## config.mk

```make
export PLATFORM = sky130hd
export DESIGN_NAME = onewire_rom_search_core_flat
export DESIGN_NICKNAME = d
export VERILOG_FILES = /design/src/owrs_pkg.sv /design/src/owrs_if.sv /design/src/owrs_front.sv /design/src/owrs_back.sv /design/src/onewire_rom_search_core.sv /design/src/flat_wrapper.sv
export SDC_FILE = /design/constraint.sdc
export NUM_CORES = 1
export LEC_CHECK = 0
export BUFFER_PORTS_ARGS = -buffer_cell sky130_fd_sc_hd__buf_4
export CORE_UTILIZATION = 55
export CTS_CLUSTER_DIAMETER = 50
export DETAILED_ROUTE_END_ITERATION = 12
export GPL_TIMING_DRIVEN = 1
export MAX_ROUTING_LAYER = met4
export PLACE_DENSITY = 0.77
export SLEW_MARGIN = 20
export SYNTH_ARGS = -nofsm -noshare
export SYNTH_HDL_FRONTEND = slang
export SYNTH_SLANG_ARGS = --single-unit
export TNS_END_PERCENT = 5
```

## constraint.sdc

```tcl
create_clock -name clk_i -period 10.3 [get_ports clk_i]
set_clock_uncertainty 0.05 [all_clocks]
set_input_delay 0 -clock clk_i [delete_from_list [all_inputs] [get_ports clk_i]]
set_output_delay 0 -clock clk_i [all_outputs]
set_load 0.03 [all_outputs]
```

## src/owrs_pkg.sv

```systemverilog
package owrs_pkg;

  localparam int unsigned ROM_BITS_DEF = 64;
  localparam int unsigned ROM_CODE_W   = 64;
  localparam int unsigned CNT_W        = 7;
  localparam int unsigned FAMILY_W     = 8;
  localparam int unsigned FAMILY_LIMIT = 9;
  localparam int unsigned QUEUE_DEPTH  = 2;

  typedef enum logic [1:0] {
    FUNC_BEGIN  = 2'd0,
    FUNC_BIT    = 2'd1,
    FUNC_TARGET = 2'd2,
    FUNC_SKIP   = 2'd3
  } func_e;

  typedef enum logic [2:0] {
    KIND_CMD     = 3'd0,
    KIND_WRITE   = 3'd1,
    KIND_FOUND   = 3'd2,
    KIND_NONE    = 3'd3,
    KIND_SETUP   = 3'd4,
    KIND_IGNORED = 3'd5
  } kind_e;

  typedef struct packed {
    logic [1:0]          func;
    logic                new_search;
    logic                no_presence;
    logic                id_bit;
    logic                cmp_bit;
    logic [FAMILY_W-1:0] fam_byte;
  } in_item_t;

  typedef struct packed {
    kind_e                 kind;
    logic                  write_bit;
    logic [ROM_CODE_W-1:0] rom_code;
    logic                  last_device;
    logic [CNT_W-1:0]      bit_index;
  } out_item_t;

  // Decoded event as it travels from the front end to the sequencer.
  typedef struct packed {
    func_e               op;
    logic                new_search;
    logic                no_presence;
    logic                both_high;
    logic                forced;
    logic                id_bit;
    logic [FAMILY_W-1:0] fam_byte;
  } cmd_t;

endpackage

```

## src/owrs_if.sv

```systemverilog
interface owrs_in_if;
  logic               valid;
  logic               ready;
  owrs_pkg::in_item_t data;

  modport source (output valid, output data, input ready);
  modport sink (input valid, input data, output ready);
endinterface

interface owrs_out_if;
  logic                valid;
  logic                ready;
  owrs_pkg::out_item_t data;

  modport source (output valid, output data, input ready);
  modport sink (input valid, input data, output ready);
endinterface

```

## src/owrs_front.sv

```systemverilog
module owrs_front (
  input  logic           clk_i,
  input  logic           rst_ni,
  owrs_in_if.sink        in_i,
  output logic           cmd_valid_o,
  output owrs_pkg::cmd_t cmd_o,
  input  logic           cmd_pop_i
);

  localparam int unsigned Depth = owrs_pkg::QUEUE_DEPTH;
  localparam int unsigned PtrW  = (Depth > 1) ? $clog2(Depth) : 1;
  localparam int unsigned CntW  = $clog2(Depth + 1);

  owrs_pkg::cmd_t  mem_q [Depth];
  owrs_pkg::cmd_t  cmd_in;
  logic [PtrW-1:0] wr_ptr_q, wr_ptr_d;
  logic [PtrW-1:0] rd_ptr_q, rd_ptr_d;
  logic [CntW-1:0] count_q, count_d;
  logic            push;
  logic            pop;

  always_comb begin
    cmd_in             = '0;
    cmd_in.new_search  = in_i.data.new_search;
    cmd_in.no_presence = in_i.data.no_presence;
    cmd_in.both_high   = in_i.data.id_bit & in_i.data.cmp_bit;
    cmd_in.forced      = in_i.data.id_bit ^ in_i.data.cmp_bit;
    cmd_in.id_bit      = in_i.data.id_bit;
    cmd_in.fam_byte    = in_i.data.fam_byte;
    cmd_in.op          = owrs_pkg::func_e'(in_i.data.func);
  end

  assign in_i.ready  = (count_q != CntW'(Depth));
  assign push        = in_i.valid & in_i.ready;
  assign cmd_valid_o = (count_q != '0);
  assign pop         = cmd_pop_i & cmd_valid_o;
  assign cmd_o       = mem_q[rd_ptr_q];

  always_comb begin
    wr_ptr_d = wr_ptr_q;
    rd_ptr_d = rd_ptr_q;
    count_d  = count_q;
    if (push) begin
      wr_ptr_d = (wr_ptr_q == PtrW'(Depth - 1)) ? '0 : wr_ptr_q + 1'b1;
    end
    if (pop) begin
      rd_ptr_d = (rd_ptr_q == PtrW'(Depth - 1)) ? '0 : rd_ptr_q + 1'b1;
    end
    if (push && !pop) begin
      count_d = count_q + 1'b1;
    end else if (pop && !push) begin
      count_d = count_q - 1'b1;
    end
  end

  always_ff @(posedge clk_i) begin
    if (push) begin
      mem_q[wr_ptr_q] <= cmd_in;
    end
  end

  always_ff @(posedge clk_i or negedge rst_ni) begin
    if (!rst_ni) begin
      wr_ptr_q <= '0;
      rd_ptr_q <= '0;
      count_q  <= '0;
    end else begin
      wr_ptr_q <= wr_ptr_d;
      rd_ptr_q <= rd_ptr_d;
      count_q  <= count_d;
    end
  end

endmodule

```

## src/owrs_back.sv

```systemverilog
module owrs_back #(
  parameter int unsigned ROM_BITS = owrs_pkg::ROM_BITS_DEF
) (
  input  logic           clk_i,
  input  logic           rst_ni,
  input  logic           cmd_valid_i,
  input  owrs_pkg::cmd_t cmd_i,
  output logic           cmd_pop_o,
  owrs_out_if.source     out_o
);

  localparam int unsigned CntW = owrs_pkg::CNT_W;
  localparam int unsigned IdxW = $clog2(ROM_BITS);

  logic [ROM_BITS-1:0] rom_q, rom_d;
  logic [CntW-1:0]     ld_q, ld_d;
  logic                flag_q, flag_d;
  logic [CntW-1:0]     lfd_q, lfd_d;
  logic [CntW-1:0]     num_q, num_d;
  logic [CntW-1:0]     lz_q, lz_d;
  logic                srch_q, srch_d;
  logic                out_valid_q;
  owrs_pkg::out_item_t out_q, res_d;
  logic                pop;
  logic                dir;
  logic [IdxW-1:0]     idx;

  assign pop       = cmd_valid_i & (~out_valid_q | out_o.ready);
  assign cmd_pop_o = pop;
  assign idx       = IdxW'(num_q - 1'b1);

  always_comb begin
    rom_d  = rom_q;
    ld_d   = ld_q;
    flag_d = flag_q;
    lfd_d  = lfd_q;
    num_d  = num_q;
    lz_d   = lz_q;
    srch_d = srch_q;
    dir    = 1'b0;
    res_d  = '0;
    res_d.kind = owrs_pkg::KIND_IGNORED;

    unique case (cmd_i.op)
      owrs_pkg::FUNC_BEGIN: begin
        srch_d = 1'b0;
        if (cmd_i.new_search) begin
          ld_d   = '0;
          flag_d = 1'b0;
          lfd_d  = '0;
          rom_d  = '0;
        end
        if ((flag_q && !cmd_i.new_search) || cmd_i.no_presence) begin
          ld_d       = '0;
          flag_d     = 1'b0;
          lfd_d      = '0;
          res_d.kind = owrs_pkg::KIND_NONE;
        end else begin
          num_d      = CntW'(1);
          lz_d       = '0;
          srch_d     = 1'b1;
          res_d.kind = owrs_pkg::KIND_CMD;
        end
      end
      owrs_pkg::FUNC_TARGET: begin
        srch_d     = 1'b0;
        rom_d      = ROM_BITS'(cmd_i.fam_byte);
        ld_d       = CntW'(ROM_BITS);
        lfd_d      = '0;
        flag_d     = 1'b0;
        res_d.kind = owrs_pkg::KIND_SETUP;
      end
      owrs_pkg::FUNC_SKIP: begin
        srch_d = 1'b0;
        ld_d   = lfd_q;
        lfd_d  = '0;
        if (lfd_q == '0) begin
          flag_d = 1'b1;
        end
        res_d.kind = owrs_pkg::KIND_SETUP;
      end
      default: begin
        if (!srch_q) begin
          res_d.kind = owrs_pkg::KIND_IGNORED;
        end else if (cmd_i.both_high) begin
          srch_d     = 1'b0;
          ld_d       = '0;
          flag_d     = 1'b0;
          lfd_d      = '0;
          res_d.kind = owrs_pkg::KIND_NONE;
        end else begin
          if (cmd_i.forced) begin
            dir = cmd_i.id_bit;
          end else begin
            if (num_q < ld_q) begin
              dir = rom_q[idx];
            end else begin
              dir = (num_q == ld_q);
            end
            if (!dir) begin
              lz_d = num_q;
              if (num_q < CntW'(owrs_pkg::FAMILY_LIMIT)) begin
                lfd_d = num_q;
              end
            end
          end
          rom_d[idx]      = dir;
          res_d.write_bit = dir;
          res_d.bit_index = num_q;
          if (num_q < CntW'(ROM_BITS)) begin
            num_d      = num_q + 1'b1;
            res_d.kind = owrs_pkg::KIND_WRITE;
          end else begin
            srch_d = 1'b0;
            num_d  = CntW'(1);
            ld_d   = lz_d;
            if (lz_d == '0) begin
              flag_d = 1'b1;
            end
            if (rom_d[owrs_pkg::FAMILY_W-1:0] == '0) begin
              ld_d       = '0;
              flag_d     = 1'b0;
              lfd_d      = '0;
              res_d.kind = owrs_pkg::KIND_NONE;
            end else begin
              res_d.kind        = owrs_pkg::KIND_FOUND;
              res_d.last_device = flag_d;
            end
          end
        end
      end
    endcase
    res_d.rom_code = owrs_pkg::ROM_CODE_W'(rom_d);
  end

  always_ff @(posedge clk_i or negedge rst_ni) begin
    if (!rst_ni) begin
      rom_q       <= '0;
      ld_q        <= '0;
      flag_q      <= 1'b0;
      lfd_q       <= '0;
      num_q       <= CntW'(1);
      lz_q        <= '0;
      srch_q      <= 1'b0;
      out_valid_q <= 1'b0;
    end else begin
      if (pop) begin
        rom_q       <= rom_d;
        ld_q        <= ld_d;
        flag_q      <= flag_d;
        lfd_q       <= lfd_d;
        num_q       <= num_d;
        lz_q        <= lz_d;
        srch_q      <= srch_d;
        out_valid_q <= 1'b1;
      end else if (out_o.ready) begin
        out_valid_q <= 1'b0;
      end
    end
  end

  always_ff @(posedge clk_i) begin
    if (pop) begin
      out_q <= res_d;
    end
  end

  assign out_o.valid = out_valid_q;
  assign out_o.data  = out_q;

endmodule

```

## src/onewire_rom_search_core.sv

```systemverilog
// Channel  Direction  Payload
// in_i     sink       func, new_search, no_presence, id_bit, cmp_bit, fam_byte
// out_o    source     kind, write_bit, rom_code, last_device, bit_index
//
// One event can be taken in every cycle while in_i.ready is high.
// An event passes a two-entry queue and then the sequencer's result register, so its
// result is valid on out_o only after both of them have been written.
// Reset is asynchronous and active low; no clearing pass follows it.
// A stalled output holds the result register; the queue then fills and in_i.ready drops.
module onewire_rom_search_core #(
  parameter int unsigned ROM_BITS = owrs_pkg::ROM_BITS_DEF
) (
  input logic         clk_i,
  input logic         rst_ni,
  owrs_in_if.sink     in_i,
  owrs_out_if.source  out_o
);

  logic           cmd_valid;
  logic           cmd_pop;
  owrs_pkg::cmd_t cmd;

  owrs_front u_front (
    .clk_i       (clk_i),
    .rst_ni      (rst_ni),
    .in_i        (in_i),
    .cmd_valid_o (cmd_valid),
    .cmd_o       (cmd),
    .cmd_pop_i   (cmd_pop)
  );

  owrs_back #(
    .ROM_BITS (ROM_BITS)
  ) u_back (
    .clk_i       (clk_i),
    .rst_ni      (rst_ni),
    .cmd_valid_i (cmd_valid),
    .cmd_i       (cmd),
    .cmd_pop_o   (cmd_pop),
    .out_o       (out_o)
  );

endmodule
```

## src/flat_wrapper.sv

```systemverilog
// flat-port wrapper written by rule: the top's interface ports become plain ports
module onewire_rom_search_core_flat 
#(
  parameter int unsigned ROM_BITS = owrs_pkg::ROM_BITS_DEF
)
  (clk_i, rst_ni, in_i_valid, in_i_data, in_i_ready, out_o_valid, out_o_data, out_o_ready);
  owrs_in_if in_i_i ();
  owrs_out_if out_o_i ();
  input logic clk_i;
  input logic rst_ni;
  input wire logic [$bits(in_i_i.valid)-1:0] in_i_valid;
  input wire logic [$bits(in_i_i.data)-1:0] in_i_data;
  output wire logic [$bits(in_i_i.ready)-1:0] in_i_ready;
  output wire logic [$bits(out_o_i.valid)-1:0] out_o_valid;
  output wire logic [$bits(out_o_i.data)-1:0] out_o_data;
  input wire logic [$bits(out_o_i.ready)-1:0] out_o_ready;
  assign in_i_i.valid = in_i_valid;
  assign in_i_i.data = in_i_data;
  assign in_i_ready = in_i_i.ready;
  assign out_o_valid = out_o_i.valid;
  assign out_o_data = out_o_i.data;
  assign out_o_i.ready = out_o_ready;
  onewire_rom_search_core #(.ROM_BITS(ROM_BITS)) u_core (.clk_i(clk_i), .rst_ni(rst_ni), .in_i(in_i_i), .out_o(out_o_i));
endmodule
```

==> results.ini, run 1 <==
[critical_path]
end_kind = flip-flop
timing.rr.start = u_core.u_back.num_q[1]
rr_worst_depth = 12
required_ns = 10.58
critPathLaunchType = flip-flop
cp-startpoint = u_core.u_back.num_q[1]
critPathKind = reg2reg
crit_path_max_fanout = 37
arrival_ns = 4.82

[detailed_routing]
vias = 9392
drt_iter0_markers = 1167
wl_per_cell_um = 20.4
antenna_left = 0
drc = 0
drt_wl_total_mm = 29.5
vias_per_cell = 6.48
drt_pass1_iterations = 7

[clock_tree]
cts_sinks = 205
clk_latency_ns = 0.52
cts_root_buf = clkbuf_16
cts.path.max_buffers = 3
cts.reportedPaths.clkPinSlew_ns = 0.06
post_cts_resized = 0
tritoncts = yes
htree_num_levels = 1
cts_made_buffers = 24

[synth]
ys_warn_count = 0
async_reset_ff_frac = 0.483
netlist_instances = 1085
yosysTopAreaCell = edfxtp_1
synth_edf_count = 106
seq_area_frac_synth = 0.532
synth_ff_type = edfxtp_1
syn_area_sq_um = 10600
synth_nets = 1114
syn_avg_cell_area_sq_um = 9.81
ys_ff_latch = 205
synth_top_area_frac = 0.299
yosysUniqueCellTypes = 73
synth.area.top_cells = edfxtp_1, dfrtp_1, o21ai_0

[die]
row_count = 50
start_util = 0.565
die_w_um = 141
core_sq_um = 18800
fp.dieArea_sq_um = 19900
die_h_um = 141
ios = 96

[final_layout]
final_common_cell = o21ai_0
nFillCells = 1455
drive_above_1_share = 0.153
regArea_sq_um = 5660
syn_to_final_growth_pct = 18.3
utilization = 0.669
multi_input_area_sq_um = 4630
finalNetCount = 1201
antenna_cells = 0
final_cell_mix = o21ai_0, nand2_1, buf_4, edfxtp_1, dfrtp_1

[placed_design]
place_hpwl_mm = 19.2
gp_congestion = 0.990
io_buffers = 95

[power_and_ir_drop]
p_sw_frac = 0.434
p_int_w = 0.00221
powerDensity_nw_per_um2 = 311
p_switching_w = 0.00170
vdd_drop_max_uv = 258
pwr-share-comb = 0.458
power_leakage_nw = 5.00
power_frac_clock = 0.240
p_seq_frac = 0.302

[sta]
hold_violations = 0
whs_ns = 0.162
rsz0062_at_grt = no
fmax_mhz = 221
period_needed_ns = 4.53
max_slew_margin = 0.339
worst_pin_slew_ns = 0.991
drv_slew = 0
finalCritPeriodShare = 0.440
setup_viol = 0
timing.setup.tns_ns = 0

[grt]
grt_pass1_wl_mm = 46.5
grt_overflow = 0
grt_max_degree = 74
antenna_found_initial = 0
grt_pass1_vias = 8572
grt_usage = 0.309

[min_path]
whs_path_depth = 2
hold_start = in_i_data[11]
hold_path_class = in2reg

[outcome]
status = complete, no violations

[job]
drv_cap = 0

## flip-flops by register name, summed over array words and instances (netlist names), 2 cells and up
name,cells
u_core.u_front.count_q,2
u_core.u_back.lfd_q,7
u_core.u_back.out_o.data,76
u_core.u_back.num_q,7
u_core.u_front.mem_q,30
u_core.u_back.lz_q,7
u_core.u_back.rom_q,64
u_core.u_back.ld_q,7
## power by group through the flow
stage / clock network, W / logic, W / registers, W
6_report: 0.000940 / 0.00179 / 0.00118
2_1_floorplan: 0 / 0.00109 / 0.00137
3_3_place_gp: 0 / 0.00172 / 0.00119
4_1_cts: 0.000950 / 0.00176 / 0.00118
3_5_place_dp: 0 / 0.00174 / 0.00119
5_1_grt: 0.000985 / 0.00193 / 0.00120
## cells by family after synthesis
family / share of synthesized area
AOI/OAI and AO/OA: 0.221
xor gates and xnor gates: 0.00729
adders and majority gates: 0.0129
buffers and inverters: 0.0347
DFF: 0.532
muxes: 0.0521
and+or+nand+nor: 0.140
## cell type report
cell class                 count  share of cell area
tap                          260              0.0258
inverter                      20             0.00606
timing repair buffer         126              0.0797
sequential                   205               0.450
clock buffer                  31              0.0547
clock inverter                13              0.0163
multi-input combinational    795               0.368
## routing by layer
layer / up-vias / part of all wire / track usage
met2: 608 / 0.46 / 0.461
li1: 4201 / - / -
met5: - / 0 / -
met3: 130 / 0.10 / 0.0601
met4: 0 / 0.042 / 0.116
met1: 4453 / 0.40 / 0.420
## repair_timing
| item | in CTS | in global routing |
|---|---|---|
| hold buffers | 19 | 0 |
| setup buffers | 0 | 0 |
| hold endpoints to repair | 60 | 0 |
## metrics by stage
stage	instances	setup WS, ns	power (W)	instance area (sq um)
floorplan	1085	6.05	0.00246	10600
global placement	1387	6.09	0.00291	11500
detailed placement	1387	5.89	0.00293	11500
CTS	1450	5.86	0.00389	12600
global route	1450	5.47	0.00411	12600
finish	1450	5.77	0.00391	12600
## Yosys cell counts, drive strengths merged, types with 7 or more instances
master,instances
nor3b,7
ha,11
clkbuf,46
mux4,9
o21ai,270
nor3,13
nand3,23
edfxtp,106
mux2,9
o31ai,14
buf,19
nand2b,12
a22o,7
o221ai,10
nand2,180
inv,18
a21oi,31
dfrtp,98
and3,8
nor2,53
mux2i,25
## worst max-delay path, cell delays in order (launching register included)
cell      delay (ns)
dfrtp_1         0.56
inv_1           0.16
ha_1            0.30
buf_4           0.38
nor2b_1         0.61
a221oi_1        0.19
nor2_1          0.12
nor3_1          0.06
a2111o_1        0.44
o21ai_2         0.32
buf_4           0.40
nand2b_1        0.40
o21ai_0         0.34
## path summary, 6_finish.rpt
kind	endpoint	slack, ns
setup / recovery	u_core.u_back.out_o.data[54]	5.77
max in group asynchronous	u_core.u_back.rom_q[48]	8.68
min in group asynchronous	u_core.u_front.rd_ptr_q	0.51
hold reg to reg	u_core.u_front.wr_ptr_q	0.45
setup reg to reg	u_core.u_back.out_o.data[54]	5.77
hold / removal	u_core.u_front.mem_q[1][12]	0.16
Note: power is estimated with default switching activity, not from simulation.
==> run 2, diff against run 1 <==
Settings changed: ABC_AREA from default to 1.
Clock period 10.3 ns to 4.3 ns, I/O delays scaled along.
==> run 2 against run 1 <==
Effect of this change:
- sequential cell count did not move
- critical endpoint is now u_core.u_back.lfd_q[4]
- die area rose by 0.20%
- routed wire length fell by 7.3%
- first-iteration DRC count fell by 7.5%
- sequential share of layout area fell by 0.13 points
- utilization rose by 0.19 points
- worst hold slack got worse by 0.092 ns
==> results.ini, run 2 <==
[placed_design]
io_buffers = 95  ; unchanged
placedInstanceArea_sq_um = 11600  ; +1.2%
placed_cells = 1613  ; +16%
gp_congestion = 0.931  ; -6.0%
place_hpwl_mm = 17.2  ; -10%

[power_and_ir_drop]
powerDensity_nw_per_um2 = 792  ; +150%
vdd_drop_max_uv = 550  ; +110%
power_leakage_nw = 5.25  ; +5.0%
total_power_w = 0.0100  ; +160%

[clock_tree]
cts.path.max_buffers = 3  ; unchanged
cts_setup_buffers = 0  ; unchanged
hold_buffers = 17  ; -2
cts_made_buffers = 24  ; unchanged
clk_latency_ns = 0.53  ; about the same
cts_root_buf = clkbuf_16
cts.reportedPaths.clkPinSlew_ns = 0.07  ; about the same
cts_sinks = 205  ; unchanged
tritoncts = yes
post_cts_resized = 0  ; unchanged
htree_num_levels = 1  ; unchanged

[critical_path]
arrival_ns = 4.22  ; -0.60 ns
critPathSlowestCell = dfstp_2
crit_path_max_fanout = 19  ; -49%
max_stage_delay_ns = 0.54  ; -0.07 ns
critPathKind = reg2reg
required_ns = 4.64  ; -5.94 ns
critPathLaunchType = flip-flop
crit_top_cell = nand2_1
crit_chain = inv_2 > ha_1 > or2_1 > nand2_1 > clkinv_1 > nand2_1 > nand3_1 > nand2_1 > nand2_1 > nand2_1 > nor2_2 > nand2_4 > nand2_1 > nand2_2 > nand2_1 > nand2_1 > nand2_1 > nor2_4 > nand3_2 > nand2_1 > a21oi_1
end_kind = flip-flop

[detailed_routing]
vias_per_cell = 5.58  ; -14%
drt_wl_total_mm = 27.3  ; -7.3%
drt_iter0_markers = 1079  ; -7.5%
drc = 0  ; unchanged
vias = 9340  ; -0.55%
drt_pass1_iterations = 6  ; -1
wl_per_cell_um = 16.3  ; -20%
antenna_left = 0  ; unchanged

[synth]
yosysUniqueCellTypes = 44  ; -40%
synth_most_common_cell = nand2_1
netlist_instances = 1293  ; +19%
yosysTopAreaCell = edfxtp_1
syn_avg_cell_area_sq_um = 8.25  ; -16%
synth_ff_type = edfxtp_1
synth.area.top_cells = edfxtp_1, dfrtp_1, nand2_1
synth_nets = 1322  ; +19%
ys_ff_latch = 205  ; unchanged
seq_area_frac_synth = 0.531  ; -0.00106
yosys-top-cells-count = nand2_1, o21ai_0, inv_1
synth_edf_count = 106  ; unchanged
syn_area_sq_um = 10700  ; +0.20%
ys_warn_count = 0  ; unchanged
synth_top_area_frac = 0.299  ; -0.000597
async_reset_ff_frac = 0.483  ; unchanged

[die]
ios = 96  ; unchanged
row_count = 50  ; unchanged
start_util = 0.566  ; +0.00113
fp.dieArea_sq_um = 19900  ; +0.20%
die_h_um = 141  ; about the same
core_sq_um = 18800  ; unchanged
die_w_um = 141  ; about the same

[sta]
rsz0062_at_grt = no
drv_slew = 0  ; unchanged
period_needed_ns = 3.87  ; -0.658 ns
setup_viol = 0  ; unchanged
timing.setup.tns_ns = 0  ; unchanged
worst_pin_slew_ns = 0.862  ; -0.129 ns
finalCritPeriodShare = 0.901  ; +0.461
fmax_mhz = 258  ; +17%
max_slew_margin = 0.425  ; +0.0860
hold_violations = 0  ; unchanged

[final_layout]
final_common_cell = nand2_1
syn_to_final_growth_pct = 18.4  ; about the same
antenna_cells = 0  ; unchanged
nFillCells = 1481  ; +1.8%
design_area_sq_um = 12600  ; +0.28%
largest_reg_flops = 76  ; unchanged
drive_above_1_share = 0.136  ; -0.0164
final-instance-count-excl-fill = 1674  ; +15%
finalNetCount = 1425  ; +19%
final_cell_mix = nand2_1, o21ai_0, inv_1, nand3_1, buf_4

[grt]
grt_pass1_vias = 8632  ; +0.70%
grt_overflow = 0  ; unchanged
grt_usage = 0.293  ; -0.0165
antenna_found_initial = 0  ; unchanged
grt_max_degree = 197  ; +170%
grt_pass1_wl_mm = 44.7  ; -4.0%

[job]
drv_cap = 0  ; unchanged

[outcome]
status = complete, no violations

[min_path]
hold_path_class = in2async

## run 2: cell type report
| type | instances | area, sq um | share of cell area |
|---|---|---|---|
| tap | 260 | 325 | 0.0258 |
| multi-input combinational | 871 | 4140 | 0.328 |
| inverter | 162 | 608 | 0.0482 |
| clock inverter | 16 | 169 | 0.0134 |
| timing repair buffer | 132 | 1070 | 0.0848 |
| sequential | 205 | 5660 | 0.448 |
| clock buffer | 28 | 647 | 0.0512 |
## run 2: worst max-delay path, delay by kind of cell, from the launching register on
family / cells / cell delay (ns)
AND/OR/NAND/NOR: 17 / 2.48
AO/OA/AOI/OAI: 1 / 0.08
buffers and inverters: 2 / 0.39
adder cells (fa/ha/maj): 1 / 0.21
flip-flops: 1 / 0.54
## run 2: logic make-up (layout without fill, tap and decap cells)
family / Yosys count / in the layout / synth area share
simple gates: 569 / 569 / 0.228
compound gates: 286 / 286 / 0.141
buf+inv: 217 / 338 / 0.0820
flops: 205 / 205 / 0.531
fa+ha+maj: 11 / 11 / 0.0129
xor+xnor: 4 / 4 / 0.00399
mux: 1 / 1 / 0.000939
## run 2: through the flow
stage	setup WS [ns]	hold slack [ns]	util
2_1_floorplan	0.341	-0.346	-
3_3_place_gp	0.697	0.0889	0.618
3_5_place_dp	0.527	0.0879	0.618
4_1_cts	0.496	0.0867	0.670
5_1_grt	0.0550	0.145	0.670
6_report	0.426	0.0699	0.670
## run 2: power breakdown
part           switching (W)  internal [W]  total (W)
logic                0.00363       0.00132    0.00495
clock network       0.000859       0.00122    0.00208
registers           0.000243       0.00274    0.00298
total                0.00473       0.00528     0.0100
## run 2: layer usage
metal,vias to the layer above,GRT usage,part of all wire
met5,-,-,0
met1,4332,0.403,0.44
li1,4504,-,-
met4,0,0.109,0.030
met2,436,0.431,0.44
met3,68,0.0554,0.088
## run 2: path summary, 6_finish.rpt
path	from	to	slack [ns]	cells past startpoint
min in group clk_i	in_i_data[5]	u_core.u_front.mem_q[1][5]	0.15	2
max in group asynchronous	rst_ni	u_core.u_back.rom_q[46]	3.03	3
hold / removal	rst_ni	u_core.u_back.rom_q[5]	0.07	2
setup / recovery	u_core.u_back.num_q[0]	u_core.u_back.lfd_q[4]	0.43	21
setup reg to reg	u_core.u_back.num_q[0]	u_core.u_back.lfd_q[4]	0.43	21
hold reg to reg	u_core.u_front.count_q[0]	u_core.u_front.count_q[0]	0.43	1
==> run 3, diff against run 2 <==
Settings changed: CELL_PAD_IN_SITES_DETAIL_PLACEMENT from default to 0, CELL_PAD_IN_SITES_GLOBAL_PLACEMENT from default to 1, CORE_UTILIZATION 55 to 45, PLACE_DENSITY 0.77 to 0.82, SLEW_MARGIN 20 to 10.
==> run 3 against run 2 <==
Effect of this change:
- first-iteration DRC count down 42%
- cell count up 3.8%
- utilization down 11 points
- non-clock buffer count up 5
- worst hold slack worse by 0.057 ns
- clock power up 3%
- sequential share of layout area down 0.47 points
- sequential power about the same
- sequential cell count unchanged
- die area up 22%
- global-route usage down 3.8 points
- total power up 1.3%
==> results.ini, run 3 (synthesis results as in run 2) <==
[outcome]
status = complete, no violations

[critical_path]
timing.rr.start = u_core.u_back.num_q[0]
required_ns = 4.63  ; about the same
crit_top_cell = nand2_1
arrival_ns = 4.10  ; -0.12 ns
critPathTopFamily = simple AND/OR/NAND/NOR gates
crit_buf_inv = 3  ; +1
end_kind = flip-flop
r2r-end = u_core.u_back.rom_q[40]
critPathSlowestCell = dfstp_2
r2r_setup_slack_ns = 0.53  ; +0.10 ns
crit_chain = inv_2 > ha_1 > or2_1 > nand2_1 > clkinv_1 > nand2_1 > nand3_1 > nand2_1 > nand2_1 > nand2_1 > nor2_2 > nand2_4 > nand2_1 > nand2_2 > buf_4 > nand3_1 > nand3_1 > o21ai_0 > nand2_1 > o21ai_0
critPathLaunchType = flip-flop
crit_path_max_fanout = 57  ; +38
max_stage_delay_ns = 0.53  ; about the same
rr_worst_depth = 20  ; -4.8%
critPathKind = reg2reg

[power_and_ir_drop]
total_power_w = 0.0101  ; +1.3%
pwr-share-comb = 0.497  ; +0.003
power_leakage_nw = 5.27  ; +0.44%
p_seq_frac = 0.292  ; -0.006
powerDensity_nw_per_um2 = 795  ; +0.27%
p_switching_w = 0.00480  ; +1.5%
p_int_w = 0.00534  ; +1.2%
vdd_drop_max_uv = 567  ; +3.1%
power_frac_clock = 0.211  ; +0.003
p_sw_frac = 0.473  ; +0.000669

[sta]
timing.setup.tns_ns = 0  ; unchanged
period_needed_ns = 3.77  ; -0.102 ns
finalCritPeriodShare = 0.877  ; -0.0238
rsz0062_at_grt = no
setup_ws_ns = 0.528  ; +0.102 ns
max_slew_margin = 0.380  ; -0.0452
worst_pin_slew_ns = 0.930  ; +0.0678 ns
fmax_mhz = 265  ; +2.7%
drv_slew = 0  ; unchanged
setup_viol = 0  ; unchanged
hold_violations = 0  ; unchanged

[placed_design]
gp_congestion = 0.863  ; -7.3%
placedInstanceArea_sq_um = 11700  ; +0.79%
dpl_worst_slack_ns = 0.513  ; -0.0140 ns
io_buffers = 95  ; unchanged
place_hpwl_mm = 18.3  ; +6.3%

[grt]
grtUsageMet3 = 0.0358  ; -0.0195
grt_pass1_wl_mm = 46.8  ; +4.8%
grt_max_degree = 200  ; +1.5%
grt_usage = 0.255  ; -0.0380
grt_pass1_vias = 8672  ; +0.46%
antenna_found_initial = 0  ; unchanged
met1_usage = 0.359  ; -0.0442
busiest_layer = met2
grt_overflow = 0  ; unchanged
met2_usage = 0.379  ; -0.0517

[clock_tree]
cts_root_buf = clkbuf_16
cts_sinks = 205  ; unchanged
cts_made_buffers = 27  ; +13%
htree_num_levels = 1  ; unchanged
tritoncts = yes
cts.reportedPaths.clkPinSlew_ns = 0.06  ; about the same
clk_latency_ns = 0.54  ; about the same
cts.path.max_buffers = 3  ; unchanged
cts_setup_buffers = 0  ; unchanged
post_cts_resized = 0  ; unchanged

[die]
die_h_um = 156  ; +10%
core_sq_um = 22900  ; +22%
fp.dieArea_sq_um = 24300  ; +22%
row_count = 55  ; +10%
start_util = 0.465  ; -0.101
die_w_um = 156  ; +10%
ios = 96  ; unchanged

[detailed_routing]
drt_pass1_iterations = 5  ; -1
drt_wl_total_mm = 28.9  ; +5.7%
vias_per_cell = 5.23  ; -6.3%
drc = 0  ; unchanged
vias = 9083  ; -2.8%
wl_per_cell_um = 16.6  ; +1.9%
drt_iter0_markers = 623  ; -42%
antenna_left = 0  ; unchanged

[final_layout]
drive_above_1_share = 0.138  ; +0.00185
finalNetCount = 1433  ; +0.56%
antenna_cells = 0  ; unchanged
utilization = 0.557  ; -0.114
final_common_cell = nand2_1
nFillCells = 2145  ; +45%
syn_to_final_growth_pct = 19.7
design_area_sq_um = 12800  ; +1.1%
largest_reg_flops = 76  ; unchanged
final_cell_mix = nand2_1, o21ai_0, inv_1, nand3_1, buf_4

[job]
drv_cap = 0  ; unchanged

[min_path]
hold_path_class = in2async

-- run 3: changes by cell type in the layout (fill, tap and decap cells not counted), sizes merged --
cell / delta
clkbuf: +9
clkinv: -7
buf: +5
clkinvlp: +3
bufinv: -1
inv: +1
-- run 3: power groups by stage --
stage | Sequential (W) | Clock, W | Combinational [W]
floorplan | 0.00358 | 0 | 0.00293
global placement | 0.00298 | 0 | 0.00499
detailed placement | 0.00299 | 0 | 0.00503
CTS | 0.00296 | 0.00218 | 0.00505
global route | 0.00301 | 0.00227 | 0.00558
finish | 0.00296 | 0.00214 | 0.00504
-- run 3: metrics by stage --
step | cells | hold WS (ns)
after floorplan | 1293 | -0.346
after global placement | 1671 | 0.0448
after detailed placement | 1671 | 0.0429
after CTS | 1737 | 0.0315
after global routing | 1737 | 0.0894
final | 1737 | 0.0128
-- run 3: worst max path at each step --
stage | from | endpoint | depth (start not counted)
after floorplan | u_core.u_back.out_o.valid | u_core.u_back.out_o.data[0] | 5
after global placement | u_core.u_back.num_q[0] | u_core.u_back.rom_q[40] | 20
final | u_core.u_back.num_q[0] | u_core.u_back.rom_q[40] | 20
after CTS | u_core.u_back.num_q[0] | u_core.u_back.rom_q[40] | 20
after global routing | u_core.u_back.num_q[0] | u_core.u_back.rom_q[34] | 20
after detailed placement | u_core.u_back.num_q[0] | u_core.u_back.rom_q[40] | 20
-- run 3: timing repair --
item | in CTS | in global routing
endpoints found under the hold margin | 80 | 0
setup endpoints to repair | 0 | 0
hold buffers | 17 | 0
-- run 3: layout make-up --
cell class | count | area [sq um] | area share
flip-flops and latches | 205 | 5660 | 0.444
multi-input cells | 871 | 4140 | 0.325
repair buffers | 137 | 1100 | 0.0859
clock buffers | 37 | 743 | 0.0582
inverters | 162 | 608 | 0.0477
well taps | 313 | 392 | 0.0307
clock inverters | 12 | 115 | 0.00902
-- run 3: layer usage --
| layer | wire [um] | part of all wire |
|---|---|---|
| met5 | 0 | 0 |
| met2 | 12800 | 0.44 |
| met3 | 1770 | 0.061 |
| met4 | 739 | 0.026 |
| met1 | 13600 | 0.47 |
